$ cat config.mk
export PLATFORM = sky130hd
export DESIGN_NAME = etc1_block_decoder
export DESIGN_NICKNAME = d
export VERILOG_FILES = /design/src/sv/etc1_pkg.sv /design/src/sv/etc1_front.sv /design/src/sv/etc1_queue.sv /design/src/sv/etc1_back.sv /design/src/sv/etc1_block_decoder.sv
export SDC_FILE = /design/constraint.sdc
export NUM_CORES = 1
export LEC_CHECK = 0
export ABC_AREA = 1
export BUFFER_PORTS_ARGS = -buffer_cell sky130_fd_sc_hd__buf_2
export CORE_ASPECT_RATIO = 1.2
export CORE_MARGIN = 2
export CORE_UTILIZATION = 50
export CTS_BUF_LIST = sky130_fd_sc_hd__clkbuf_2 sky130_fd_sc_hd__clkbuf_4 sky130_fd_sc_hd__clkbuf_8
export CTS_CLUSTER_SIZE = 16
export DETAILED_ROUTE_END_ITERATION = 8
export PLACE_DENSITY_LB_ADDON = 0.05
export SYNTH_ARGS = -nofsm -noshare
export SYNTH_HDL_FRONTEND = slang
export SYNTH_HIERARCHICAL = 1
export SYNTH_SLANG_ARGS = --single-unit
$ cat constraint.sdc
create_clock -name i_clk -period 10.5 [get_ports i_clk]
set_input_delay 1.575 -clock i_clk [delete_from_list [all_inputs] [get_ports i_clk]]
set_output_delay 1.575 -clock i_clk [all_outputs]
set_load 0.005 [all_outputs]
$ cat src/sv/etc1_pkg.sv
// ----------------------------------------------------------------------------
// etc1_pkg
// Shared types, constants and helper functions of the ETC1 block decoder.
// ----------------------------------------------------------------------------
`default_nettype none

package etc1_pkg;

    // default depth of the queue between decode and pixel sequencer
    localparam int unsigned QUEUE_DEPTH = 2;

    // stream payload widths
    localparam int unsigned IN_DATA_W  = 128;
    localparam int unsigned OUT_DATA_W = 40;

    // flag and field positions in the low color word
    localparam int unsigned FLIP_BIT = 24;
    localparam int unsigned DIFF_BIT = 25;

    // configuration register index
    localparam logic CFG_ALPHA_EN = 1'b0;

    // modifier magnitudes per table: small and large step
    localparam logic [7:0] MOD_SMALL [8] = '{8'd2, 8'd5, 8'd9, 8'd13,
                                             8'd18, 8'd24, 8'd33, 8'd47};
    localparam logic [7:0] MOD_LARGE [8] = '{8'd8, 8'd17, 8'd29, 8'd42,
                                             8'd60, 8'd80, 8'd106, 8'd183};

    // decoded block as it waits for the pixel sequencer
    typedef struct packed {
        logic [7:0]  base0_r;
        logic [7:0]  base0_g;
        logic [7:0]  base0_b;
        logic [7:0]  base1_r;
        logic [7:0]  base1_g;
        logic [7:0]  base1_b;
        logic [2:0]  tab0;
        logic [2:0]  tab1;
        logic        flip;
        logic [31:0] idx;
        logic [63:0] alpha;
    } t_blk;

    // signed modifier from table and 2-bit pixel code (bit 0 large, bit 1 negative)
    function automatic logic signed [8:0] mod_value(input logic [2:0] tab,
                                                    input logic [1:0] code);
        logic [8:0] mag;
        mag = code[0] ? {1'b0, MOD_LARGE[tab]} : {1'b0, MOD_SMALL[tab]};
        return code[1] ? -$signed(mag) : $signed(mag);
    endfunction

    // base plus modifier, saturated to 0..255
    function automatic logic [7:0] sat_add(input logic [7:0] base,
                                           input logic signed [8:0] m);
        logic signed [9:0] sum;
        logic [7:0] res;
        sum = $signed({2'b00, base}) + $signed({m[8], m});
        if (sum[9]) begin
            res = 8'd0;
        end else if (sum[8]) begin
            res = 8'd255;
        end else begin
            res = sum[7:0];
        end
        return res;
    endfunction

endpackage

`default_nettype wire

$ cat src/sv/etc1_front.sv
// ----------------------------------------------------------------------------
// etc1_front
// Decodes the header of an ETC1 word: both base colors, tables and flip.
// ----------------------------------------------------------------------------
`default_nettype none

module etc1_front (
    input  wire logic [63:0]     i_color,
    input  wire logic [63:0]     i_alpha,
    output etc1_pkg::t_blk       o_blk
);

    logic [31:0] w_head;

    // 5-bit base plus signed 3-bit delta, clamped to 0..31
    function automatic logic [4:0] diff_sum(input logic [4:0] base,
                                            input logic [2:0] delta);
        logic signed [6:0] sum;
        logic [4:0] res;
        sum = $signed({2'b00, base}) + $signed({{4{delta[2]}}, delta});
        if (sum[6]) begin
            res = 5'd0;
        end else if (sum[5]) begin
            res = 5'd31;
        end else begin
            res = sum[4:0];
        end
        return res;
    endfunction

    function automatic logic [7:0] expand5(input logic [4:0] v);
        return {v, v[4:2]};
    endfunction

    function automatic logic [7:0] expand4(input logic [3:0] v);
        return {v, v};
    endfunction

    assign w_head = i_color[31:0];

    // base color decode, individual or differential
    always_comb begin
        o_blk = '0;
        if (w_head[etc1_pkg::DIFF_BIT]) begin
            o_blk.base0_r = expand5(w_head[23:19]);
            o_blk.base0_g = expand5(w_head[15:11]);
            o_blk.base0_b = expand5(w_head[7:3]);
            o_blk.base1_r = expand5(diff_sum(w_head[23:19], w_head[18:16]));
            o_blk.base1_g = expand5(diff_sum(w_head[15:11], w_head[10:8]));
            o_blk.base1_b = expand5(diff_sum(w_head[7:3], w_head[2:0]));
        end else begin
            o_blk.base0_r = expand4(w_head[23:20]);
            o_blk.base1_r = expand4(w_head[19:16]);
            o_blk.base0_g = expand4(w_head[15:12]);
            o_blk.base1_g = expand4(w_head[11:8]);
            o_blk.base0_b = expand4(w_head[7:4]);
            o_blk.base1_b = expand4(w_head[3:0]);
        end
        o_blk.tab0  = w_head[31:29];
        o_blk.tab1  = w_head[28:26];
        o_blk.flip  = w_head[etc1_pkg::FLIP_BIT];
        o_blk.idx   = i_color[63:32];
        o_blk.alpha = i_alpha;
    end

endmodule

`default_nettype wire

$ cat src/sv/etc1_queue.sv
// ----------------------------------------------------------------------------
// etc1_queue
// Short queue of decoded blocks between the decode and pixel stages.
// ----------------------------------------------------------------------------
`default_nettype none

module etc1_queue #(
    parameter int unsigned DEPTH = etc1_pkg::QUEUE_DEPTH
) (
    input  wire logic            i_clk,
    input  wire logic            i_rst_n,
    input  wire logic            i_push,
    input  wire etc1_pkg::t_blk  i_data,
    output logic                 o_full,
    input  wire logic            i_pop,
    output logic                 o_valid,
    output etc1_pkg::t_blk       o_data
);

    localparam int unsigned PW = (DEPTH > 1) ? $clog2(DEPTH) : 1;
    localparam int unsigned CW = $clog2(DEPTH + 1);
    localparam logic [PW-1:0] LAST_PTR = PW'(DEPTH - 1);
    localparam logic [CW-1:0] FULL_CNT = CW'(DEPTH);

    etc1_pkg::t_blk  r_mem [DEPTH];
    logic [PW-1:0]   r_wr_ptr, n_wr_ptr;
    logic [PW-1:0]   r_rd_ptr, n_rd_ptr;
    logic [CW-1:0]   r_cnt, n_cnt;

    assign o_full  = (r_cnt == FULL_CNT);
    assign o_valid = (r_cnt != '0);
    assign o_data  = r_mem[r_rd_ptr];

    // pointer and fill count update
    always_comb begin
        n_wr_ptr = r_wr_ptr;
        n_rd_ptr = r_rd_ptr;
        n_cnt    = r_cnt;
        if (i_push) begin
            n_wr_ptr = (r_wr_ptr == LAST_PTR) ? '0 : r_wr_ptr + 1'b1;
        end
        if (i_pop) begin
            n_rd_ptr = (r_rd_ptr == LAST_PTR) ? '0 : r_rd_ptr + 1'b1;
        end
        if (i_push && !i_pop) begin
            n_cnt = r_cnt + 1'b1;
        end else if (!i_push && i_pop) begin
            n_cnt = r_cnt - 1'b1;
        end
    end

    always_ff @(posedge i_clk) begin
        if (!i_rst_n) begin
            r_wr_ptr <= '0;
            r_rd_ptr <= '0;
            r_cnt    <= '0;
        end else begin
            r_wr_ptr <= n_wr_ptr;
            r_rd_ptr <= n_rd_ptr;
            r_cnt    <= n_cnt;
        end
    end

    // entry storage
    always_ff @(posedge i_clk) begin
        if (i_push) begin
            r_mem[r_wr_ptr] <= i_data;
        end
    end

endmodule

`default_nettype wire

$ cat src/sv/etc1_back.sv
// ----------------------------------------------------------------------------
// etc1_back
// Pixel sequencer: walks the 16 pixels of a decoded block in raster order
// and drives one registered pixel per transfer.
// ----------------------------------------------------------------------------
`default_nettype none

module etc1_back (
    input  wire logic                               i_clk,
    input  wire logic                               i_rst_n,
    input  wire logic                               i_alpha_en,
    input  wire logic                               i_valid,
    input  wire etc1_pkg::t_blk                     i_blk,
    output logic                                    o_pop,
    output logic                                    o_tvalid,
    input  wire logic                               i_tready,
    output logic [etc1_pkg::OUT_DATA_W-1:0]         o_tdata,
    output logic                                    o_tlast
);

    etc1_pkg::t_blk r_blk;
    logic           r_busy, n_busy;
    logic [3:0]     r_cnt, n_cnt;
    logic           r_ov, n_ov;
    logic [etc1_pkg::OUT_DATA_W-1:0] r_tdata;
    logic           r_tlast;

    logic           w_adv;
    logic           w_end;
    logic [1:0]     w_x, w_y;
    logic [3:0]     w_n;
    logic           w_sb;
    logic [1:0]     w_code;
    logic [2:0]     w_tab;
    logic signed [8:0] w_mod;
    logic [7:0]     w_r, w_g, w_b, w_a;
    logic [3:0]     w_nib;

    // pixel position: raster counter k = y*4+x, index slot n = x*4+y
    assign w_x = r_cnt[1:0];
    assign w_y = r_cnt[3:2];
    assign w_n = {w_x, w_y};

    // advance when a block is active and the output register can take a pixel
    assign w_adv = r_busy && (!r_ov || i_tready);
    assign w_end = w_adv && (r_cnt == 4'd15);
    assign o_pop = i_valid && (!r_busy || w_end);

    // pixel value
    always_comb begin
        w_sb   = r_blk.flip ? w_y[1] : w_x[1];
        w_code = {r_blk.idx[{1'b0, ~w_n[3], w_n[2:0]}],
                  r_blk.idx[{1'b1, ~w_n[3], w_n[2:0]}]};
        w_tab  = w_sb ? r_blk.tab1 : r_blk.tab0;
        w_mod  = etc1_pkg::mod_value(w_tab, w_code);
        w_r    = etc1_pkg::sat_add(w_sb ? r_blk.base1_r : r_blk.base0_r, w_mod);
        w_g    = etc1_pkg::sat_add(w_sb ? r_blk.base1_g : r_blk.base0_g, w_mod);
        w_b    = etc1_pkg::sat_add(w_sb ? r_blk.base1_b : r_blk.base0_b, w_mod);
        w_nib  = r_blk.alpha[{w_n, 2'b00} +: 4];
        w_a    = i_alpha_en ? {w_nib, w_nib} : 8'hFF;
    end

    // sequencer control
    always_comb begin
        n_busy = r_busy;
        n_cnt  = r_cnt;
        n_ov   = r_ov;
        if (w_adv) begin
            n_cnt = r_cnt + 1'b1;
            n_ov  = 1'b1;
        end else if (i_tready) begin
            n_ov  = 1'b0;
        end
        if (o_pop) begin
            n_busy = 1'b1;
        end else if (w_end) begin
            n_busy = 1'b0;
        end
    end

    always_ff @(posedge i_clk) begin
        if (!i_rst_n) begin
            r_busy <= 1'b0;
            r_cnt  <= '0;
            r_ov   <= 1'b0;
        end else begin
            r_busy <= n_busy;
            r_cnt  <= n_cnt;
            r_ov   <= n_ov;
        end
    end

    // block and output payload registers
    always_ff @(posedge i_clk) begin
        if (o_pop) begin
            r_blk <= i_blk;
        end
        if (w_adv) begin
            r_tdata <= {4'b0000, w_a, w_b, w_g, w_r, w_y, w_x};
            r_tlast <= (r_cnt == 4'd15);
        end
    end

    assign o_tvalid = r_ov;
    assign o_tdata  = r_tdata;
    assign o_tlast  = r_tlast;

endmodule

`default_nettype wire

$ cat src/sv/etc1_block_decoder.sv
// ----------------------------------------------------------------------------
// etc1_block_decoder
// ETC1 4x4 block decoder with optional 4-bit alpha, RGBA8 pixel stream out.
// ----------------------------------------------------------------------------
// Each block transfer (color word in tdata bits 63:0, alpha word in 127:64)
// yields 16 pixel transfers in raster order, one per cycle unless the
// master side stalls, tlast on the sixteenth. In steady state a new block
// is taken as the sequencer (one pixel per clock unless stalled) ends one.
// Block headers are decoded on entry and parked in a short queue, so a
// block is accepted while the previous one is still being streamed out.
// When idle, an accepted block passes the queue and the sequencer's block
// register before its first pixel is registered onto the master side.
// Write alpha_enabled (register 0, bit 0) only while no pixels are pending.
// ----------------------------------------------------------------------------
`default_nettype none

module etc1_block_decoder #(
    parameter int unsigned QUEUE_DEPTH = etc1_pkg::QUEUE_DEPTH
) (
    input  wire logic                               i_clk,
    input  wire logic                               i_rst_n,
    // block input
    input  wire logic                               s_axis_tvalid,
    output logic                                    s_axis_tready,
    // [63:0] color_block, [127:64] alpha_block
    input  wire logic [etc1_pkg::IN_DATA_W-1:0]     s_axis_tdata,
    // pixel output
    output logic                                    m_axis_tvalid,
    input  wire logic                               m_axis_tready,
    // [1:0] pixel_x, [3:2] pixel_y, [11:4] red, [19:12] green,
    // [27:20] blue, [35:28] alpha, [39:36] zero
    output logic [etc1_pkg::OUT_DATA_W-1:0]         m_axis_tdata,
    output logic                                    m_axis_tlast,
    // configuration
    input  wire logic                               psel,
    input  wire logic                               penable,
    input  wire logic                               pwrite,
    input  wire logic [2:0]                         paddr,
    input  wire logic [31:0]                        pwdata,
    output logic [31:0]                             prdata,
    output logic                                    pready
);

    logic           r_alpha_en;
    logic           w_cfg_wr;
    logic           w_full;
    logic           w_push;
    logic           w_q_valid;
    logic           w_pop;
    etc1_pkg::t_blk w_dec_blk;
    etc1_pkg::t_blk w_q_blk;

    // configuration register
    assign pready   = 1'b1;
    assign w_cfg_wr = psel && penable && pwrite && pready;

    always_ff @(posedge i_clk) begin
        if (!i_rst_n) begin
            r_alpha_en <= 1'b0;
        end else if (w_cfg_wr && (paddr[2] == etc1_pkg::CFG_ALPHA_EN)) begin
            r_alpha_en <= pwdata[0];
        end
    end

    always_comb begin
        prdata = '0;
        if (paddr[2] == etc1_pkg::CFG_ALPHA_EN) begin
            prdata[0] = r_alpha_en;
        end
    end

    // header decode
    etc1_front u_front (
        .i_color (s_axis_tdata[63:0]),
        .i_alpha (s_axis_tdata[127:64]),
        .o_blk   (w_dec_blk)
    );

    // block queue
    assign s_axis_tready = !w_full;
    assign w_push        = s_axis_tvalid && s_axis_tready;

    etc1_queue #(
        .DEPTH (QUEUE_DEPTH)
    ) u_queue (
        .i_clk   (i_clk),
        .i_rst_n (i_rst_n),
        .i_push  (w_push),
        .i_data  (w_dec_blk),
        .o_full  (w_full),
        .i_pop   (w_pop),
        .o_valid (w_q_valid),
        .o_data  (w_q_blk)
    );

    // pixel sequencer
    etc1_back u_back (
        .i_clk      (i_clk),
        .i_rst_n    (i_rst_n),
        .i_alpha_en (r_alpha_en),
        .i_valid    (w_q_valid),
        .i_blk      (w_q_blk),
        .o_pop      (w_pop),
        .o_tvalid   (m_axis_tvalid),
        .i_tready   (m_axis_tready),
        .o_tdata    (m_axis_tdata),
        .o_tlast    (m_axis_tlast)
    );

endmodule

`default_nettype wire
# Yosys cells after proc, flatten, opt, wreduce, memory -nomap -nowiden
# Memories as Yosys holds them, arrays and structs flattened. A register that Yosys moved wholly into a read port is not among the register bits.
# Index checks and enable logic that the tools add are counted.
# word_totals
output_inout_bits,76
ramBits,302
ff_bits,48
in_bits,170
romBits,128
memories,3
word_cells,93
latch_bits,0
# mem_list
name,depth,width,read_ports,rd_ports_with_merged_regs,wr,line_no,source
u_queue.r_mem,2,151,1,1,1,etc1_queue.sv:25,etc1_pkg::t_blk r_mem [DEPTH];
(no name shown),8,8,1,0,0,etc1_pkg.sv:48,"mag = code[0] ? {1'b0, MOD_LARGE[tab]} : {1'b0, MOD_SMALL[tab]};"
(no name shown),8,8,1,0,0,etc1_pkg.sv:48,
# op_classes
mux,36
eq_ne,2
reduce_logical,20
shifts,1
n_div,0
order_cmp,3
mul,0
bitwise_logic,3
addsub,12
# op_table
op,count
2-to-1 mux 8 bit,11
variable part select 64 x 7 -> 4 bit,1
2-to-1 mux 44 bit,1
adder 9 x 9 -> 10 bit,3
2-to-1 mux 5 bit,6
adder 6 x 3 -> 7 bit,3
2-to-1 mux 1 bit,12
logical AND 1 bit,9
2-to-1 mux 9 bit,1
negation 9 bit,1
binary-select mux 1 bit (select 4 bit),2
nonzero test 2 bit,4
"less-than comparator 4 x 6 -> 1 bit, second input constant",1
"less-than comparator 5 x 6 -> 1 bit, second input constant",1
logical NOT 1 bit,5
"adder 4 x 1 -> 4 bit, second input constant",1
"== test 4 bit, second input constant",1
"greater-or-equal comparator 4 bit, second input constant",1
2-to-1 mux 2 bit,2
NOT 3 -> 4 bit,1
2-to-1 mux 3 bit,1
"adder 1 bit, second input constant",2
"adder 2 x 1 -> 2 bit, second input constant",1
"== test 2 bit, second input constant",1
3 further kinds,5

# Longest topological paths before layout
# logic_depth
depth_word,11
ltp_mapped,30
mapped_depth_nobuf,30

# Cells and area by module
# The synthesis kept the hierarchy.
# modules_own_cells
module,n_inst,area_per_inst_um2,cells_each,seq_area_each_um2
etc1_queue,1,11488.5,505,9168.8
etc1_back,1,9136.3,803,5645.4
etc1_front,1,2229.6,372,0.0
etc1_block_decoder,1,325.3,49,20.0

# Worst setup path before layout
# No wires, ideal clock.
# synth_timing
path_kind,input port to flip-flop
from,input m_axis_tready
to,register u_queue.r_cnt[1]
path_slack_ps,1236
path_buffers,0
arrival_time_ps,9200
t_required_ps,10436
setup_ps,64
cell_stages,11
cell_sequence,inv_1 > nand2_1 > a21oi_1 > nor2_1 > inv_1 > ha_1 > inv_1 > nand3_1 > nand2_1 > inv_1 > nor2_1
# synth_between
elab_chain_cells,8
word_cells_on_any_way,10
cone_classes,mux (1); reduce/logical (9)
# synth_lines
element,line_no,source
from (decl),etc1_block_decoder.sv:29,"input wire logic m_axis_tready,"
logical OR 1 bit (*),etc1_back.sv:45,assign w_adv = r_busy && (!r_ov || i_tready);
logical AND 1 bit (*),etc1_back.sv:45,
logical AND 1 bit (*),etc1_back.sv:46,assign w_end = w_adv && (r_cnt == 4'd15);
logical OR 1 bit (*),etc1_back.sv:47,assign o_pop = i_valid && (!r_busy || w_end);
logical AND 1 bit (*),etc1_back.sv:47,
via w_pop,etc1_block_decoder.sv:49,logic w_pop;
logical NOT 1 bit,etc1_queue.sv:45,if (i_push && !i_pop) begin
logical AND 1 bit,etc1_queue.sv:45,
2-to-1 mux 2 bit / nonzero test 2 bit (equally long branches),-,
to (signal assigned),etc1_queue.sv:60,r_cnt <= n_cnt;
to (decl),etc1_queue.sv:28,"logic [CW-1:0] r_cnt, n_cnt;"
# The timed path passes the listed nets; every way through them passes the cells marked *.
# A chain may end at the register's enable or synchronous reset.

# Worst setup path after layout
# layout_timing
from,register u_back.r_cnt[1]
to,"register u_back.r_tdata (netlist bit u_back/o_tdata[20]), data pin"
# layout_between
elab_chain_cells,11
word_cells_on_any_way,20
cone_classes,add/sub (2); mux (14); bitwise (2); memory (2)
# layout_lines
element,line_no,source
from (decl),etc1_back.sv:23,"logic [3:0] r_cnt, n_cnt;"
from (signal assigned),etc1_back.sv:88,r_cnt <= n_cnt;
2-to-1 mux 1 bit,etc1_back.sv:51,w_sb = r_blk.flip ? w_y[1] : w_x[1];
2-to-1 mux 3 bit,etc1_back.sv:54,w_tab = w_sb ? r_blk.tab1 : r_blk.tab0;
NOT 3 -> 4 bit (not written as such),etc1_pkg.sv:48,
memory read (8 x 8 bit),-,
2-to-1 mux 8 bit (not written as such) (2 in series),etc1_pkg.sv:48,
2-to-1 mux 8 bit,etc1_pkg.sv:48,
negation 9 bit,etc1_pkg.sv:49,return code[1] ? -$signed(mag) : $signed(mag);
2-to-1 mux 9 bit,etc1_pkg.sv:49,
adder 9 x 9 -> 10 bit (*),etc1_pkg.sv:57,"sum = $signed({2'b00, base}) + $signed({m[8], m});"
2-to-1 mux 8 bit,etc1_pkg.sv:60,end else if (sum[8]) begin
to (signal assigned),etc1_back.sv:99,"r_tdata <= {4'b0000, w_a, w_b, w_g, w_r, w_y, w_x};"
to (decl),etc1_back.sv:25,logic [etc1_pkg::OUT_DATA_W-1:0] r_tdata;
# Every way passes the cells marked *; elsewhere a longest branch is shown, timed or not. The select of a mux whose other input is x is not followed.

==> out/summary.log <==
[min_path] WHS Endpoint u_back/o_tvalid
[clock_network] number of buffers inserted by hold repair at cts 0
[setup_path] Setup Crit Path Kind reg -> reg
[clock_network] CTS clock-pin slew for the worst setup and hold paths 0.06 ns
[yosys] fraction of synthesis flops using an asynchronous set or reset pin 0
[clock_network] CTS resizes 0
[floorplanning] initial cell density of the core 0.506
[grt] maximum number of pins on one net before global-route repair 82
[min_path] HP Start u_back/r_busy
[route] DRC violation count after routing 0
[finish] final core area utilization 0.548
[route] final wirelength 43.7 mm
[clock_network] cts bufs inserted 80
[grt] final global-route overflow total 0
[route] antenna viol nets, final 0
[min_path] cell depth of the worst hold path 2
[setup_path] logic depth of the worst register-to-register path 25
[power_and_ir_drop] worst ir drop on vdd 0.000191 V
[finish] net total in the final layout 2059
[clock_network] Root Buffer Master sky130_fd_sc_hd__clkbuf_8
[clock_network] TritonCTS Sinks 498
[yosys] number of enable-type register cells in the synthesized netlist 486
[sta] clock tree skew after final layout 0.0305 ns
[finish] non-filler instance count after layout 2513
[clock_network] H-tree level count 3
[floorplanning] count of standard-cell rows 86
[min_path] kind of path behind the tightest hold check reg -> reg
[setup_path] delay of the slowest cell on the worst path 0.91 ns
[route] per-cell routed wire length 17.4 um
[placement] final HPWL from detailed placement 28.2 mm
[floorplanning] horizontal extent of the die 201 um
[sta] final critical-path share of the clock period 0.517
[floorplanning] Die H 240 um
[floorplanning] core area 45800 sq um
[yosys] top_reg_cell synth sky130_fd_sc_hd__edfxtp_1
[setup_path] kind of start point of the critical path flip-flop
[flow_run] Max Cap Viol 0
[sta] transition time at the pin with the least slew margin 1.16 ns
[sta] Final setup viols 0
[power_and_ir_drop] leakage dissipation 10.1 nW
[route] total number of vias 12497
[sta] number of failing hold endpoints at the final stage 0
[grt] global-route wire length before repair 68.0 mm
[floorplanning] Die Footprint 48100 sq um
[setup_path] critical register-to-register path startpoint u_back/r_cnt[1]
[placement] number of placed instances, taps included 2368
[setup_path] Crit Reg-Reg Endpoint u_back/o_tdata[20]
[clock_network] TritonCTS clock tree yes
[grt] Total GRT Usage 0.184
[setup_path] CP max FO 34
[setup_path] worst setup slack for register-to-register paths 5.08 ns
[sta] Setup TNS 0 ns
[clock_network] buffers inserted by post-CTS timing repair 0
[grt] antenna violations before repair 3
[sta] min cycle time layout 5.42 ns
[route] number of detailed-routing iterations run before antenna repair 5
[sta] Worst slew margin 0.216
[sta] Max Fclk 0.184 GHz
[setup_path] worst endpoint required time 10.88 ns
[yosys] number of instances in the synthesized netlist 1729
[floorplanning] I/O pin count 246
[yosys] synth unique cells 47
[finish] commonest non-fill, non-tap cell in the layout sky130_fd_sc_hd__edfxtp_1
[yosys] fraction of the yosys area taken by sequential cells 0.640
[placement] Final GP Congestion 0.843
[clock_network] source-to-sink clock delay at the later pin of the worst-skew pair 0.64 ns
[clock_network] Max Root-Sink Buffers 3
[placement] number of buffers inserted by port buffering 176
[yosys] warning count from the yosys run 6
[sta] final max-slew violation count 0
[setup_path] slowest CP cell sky130_fd_sc_hd__o21ai_0
[sta] setup repair after global routing missed its margin false
[finish] Area growth, synth to finish 8.46%
[yosys] per-instance average area after synthesis 13.4 sq um
[finish] most frequent cells in the layout sky130_fd_sc_hd__edfxtp_1, sky130_fd_sc_hd__nand2_1, sky130_fd_sc_hd__buf_2, sky130_fd_sc_hd__inv_1, sky130_fd_sc_hd__mux2_4
[setup_path] dominant cell type by count on the critical path sky130_fd_sc_hd__nand2_1
[route] iteration-0 DRC count of the detailed router 692
[setup_path] critical path data arrival time 5.81 ns
[setup_path] Crit. End Element flip-flop
[route] Vias/cell 4.97
[finish] fraction of final layout cells with drive strength greater than 1 0.301
[grt] number of global-route vias before repair 12746
[yosys] Synth Cell Area 23200 sq um
[yosys] number of storage elements in the synthesis netlist 498
[outcome] result of the run finished, final reports clean
[power_and_ir_drop] total power per unit cell area 330 nW/um^2
[power breakdown]
part           leakage [nW]  internal [mW]  switching (mW)  total [mW]
Clock                 0.805          0.860           0.740        1.60
Combinational          4.62           1.37            2.15        3.52
Sequential             4.65           3.01           0.179        3.19
Total                  10.1           5.24            3.07        8.30
[routing by layer]
layer / wire length (um) / track usage
met1: 18700 / 0.225
met5: 29 / 0
met2: 21900 / 0.322
met3: 2050 / 0.0359
met4: 1040 / 0.0721
[state kept, by name (all words and copies together) (netlist names), named ones only]
| signal | flops |
|---|---|
| u_queue/r_mem | 302 |
| u_back/r_blk | 151 |
| u_back/o_tdata | 32 |
| u_back/r_cnt | 4 |
| u_queue/r_cnt | 2 |
| r_alpha_en | 1 |
| u_back/o_tlast | 1 |
| u_back/o_tvalid | 1 |
| u_back/r_busy | 1 |
| u_queue/r_rd_ptr | 1 |
| u_queue/r_wr_ptr | 1 |
[cell families (layout without fill, tap and decap cells)]
family                     after synthesis  in the layout  share of synthesized area
AOI/OAI and AO/OA                      128            128                     0.0322
xor gates and xnor gates                21             21                    0.00793
adders and majority gates               55             55                     0.0316
buffers and inverters                  364            498                     0.0901
DFF                                    498            498                      0.640
muxes                                  168            168                     0.0962
other                                    3             37                   0.000486
and+or+nand+nor                        492            492                      0.101
[through the flow]
stage	cell area [sq um]	hold WS [ns]	total power [mW]	setup WS, ns
after global placement	23600	0.460	6.72	5.04
final	25100	0.483	8.30	5.08
after floorplan	23300	0.451	6.09	1.24
after global routing	25100	0.499	9.00	4.49
after detailed placement	23600	0.465	6.79	4.94
after CTS	25100	0.477	8.43	4.91
[worst max-delay path, delay by kind of cell (launching register included)]
family	cells	cell delay [ns]
adders and majority gates	3	0.95
AOI/OAI and AO/OA	6	1.59
DFF	1	0.44
buffers and inverters	3	0.47
and+or+nand+nor	13	1.68
[layout make-up]
| cell class | count | area, sq um |
|---|---|---|
| timing repair buffer | 187 | 963 |
| multi-input combinational | 900 | 6400 |
| inverter | 167 | 632 |
| sequential | 498 | 14800 |
| clock buffer | 106 | 1300 |
| antenna | 1 | 2.50 |
| fill | 3914 | 20700 |
| tap | 616 | 771 |
| clock inverter | 38 | 233 |
[worst max-delay path by stage]
stage / from / to / cells past startpoint
detailed placement: u_back/r_cnt[1] / u_back/o_tdata[20] / 25
CTS: u_back/r_cnt[1] / u_back/o_tdata[20] / 25
global placement: u_back/r_cnt[1] / u_back/o_tdata[20] / 25
floorplan: m_axis_tready / u_queue/r_cnt[1] / 11
finish: u_back/r_cnt[1] / u_back/o_tdata[20] / 25
global route: u_back/r_cnt[1] / u_back/o_tdata[22] / 25
[Yosys cell counts, types with 3 or more instances]
cell type                    n  area [sq um]
sky130_fd_sc_hd__nor2_4      6          67.6
sky130_fd_sc_hd__inv_2      14          52.6
sky130_fd_sc_hd__clkbuf_1   14          52.6
sky130_fd_sc_hd__dfxtp_1    12           240
sky130_fd_sc_hd__nand3b_1    3          22.5
sky130_fd_sc_hd__edfxtp_1  486         14600
sky130_fd_sc_hd__ha_1       49           613
sky130_fd_sc_hd__inv_1     153           574
sky130_fd_sc_hd__mux2_4     90          1350
sky130_fd_sc_hd__a21oi_1    25           125
sky130_fd_sc_hd__nand2_4    11           124
sky130_fd_sc_hd__o221ai_1    6          52.6
sky130_fd_sc_hd__buf_6      15           169
sky130_fd_sc_hd__mux2_2     78           878
sky130_fd_sc_hd__buf_2      10          50.1
sky130_fd_sc_hd__o22ai_1    10          62.6
sky130_fd_sc_hd__buf_4     156          1170
sky130_fd_sc_hd__o21ai_1     8          40.0
sky130_fd_sc_hd__nand3_4     4          70.1
sky130_fd_sc_hd__nand3_2    11           110
sky130_fd_sc_hd__nand2_2    25           156
sky130_fd_sc_hd__nand4_1    11          68.8
sky130_fd_sc_hd__fa_1        6           120
sky130_fd_sc_hd__nor2_1     63           236
sky130_fd_sc_hd__xor2_1     20           175
sky130_fd_sc_hd__o21ai_2     4          35.0
sky130_fd_sc_hd__nand4_2     3          37.5
sky130_fd_sc_hd__o21ai_0    62           310
sky130_fd_sc_hd__nor2_2      6          37.5
sky130_fd_sc_hd__nand2_1   262           983
sky130_fd_sc_hd__nand3_1    81           405
sky130_fd_sc_hd__nor3_1      4          20.0
sky130_fd_sc_hd__conb_1      3          11.3
Note: power is estimated with default switching activity, not from simulation.
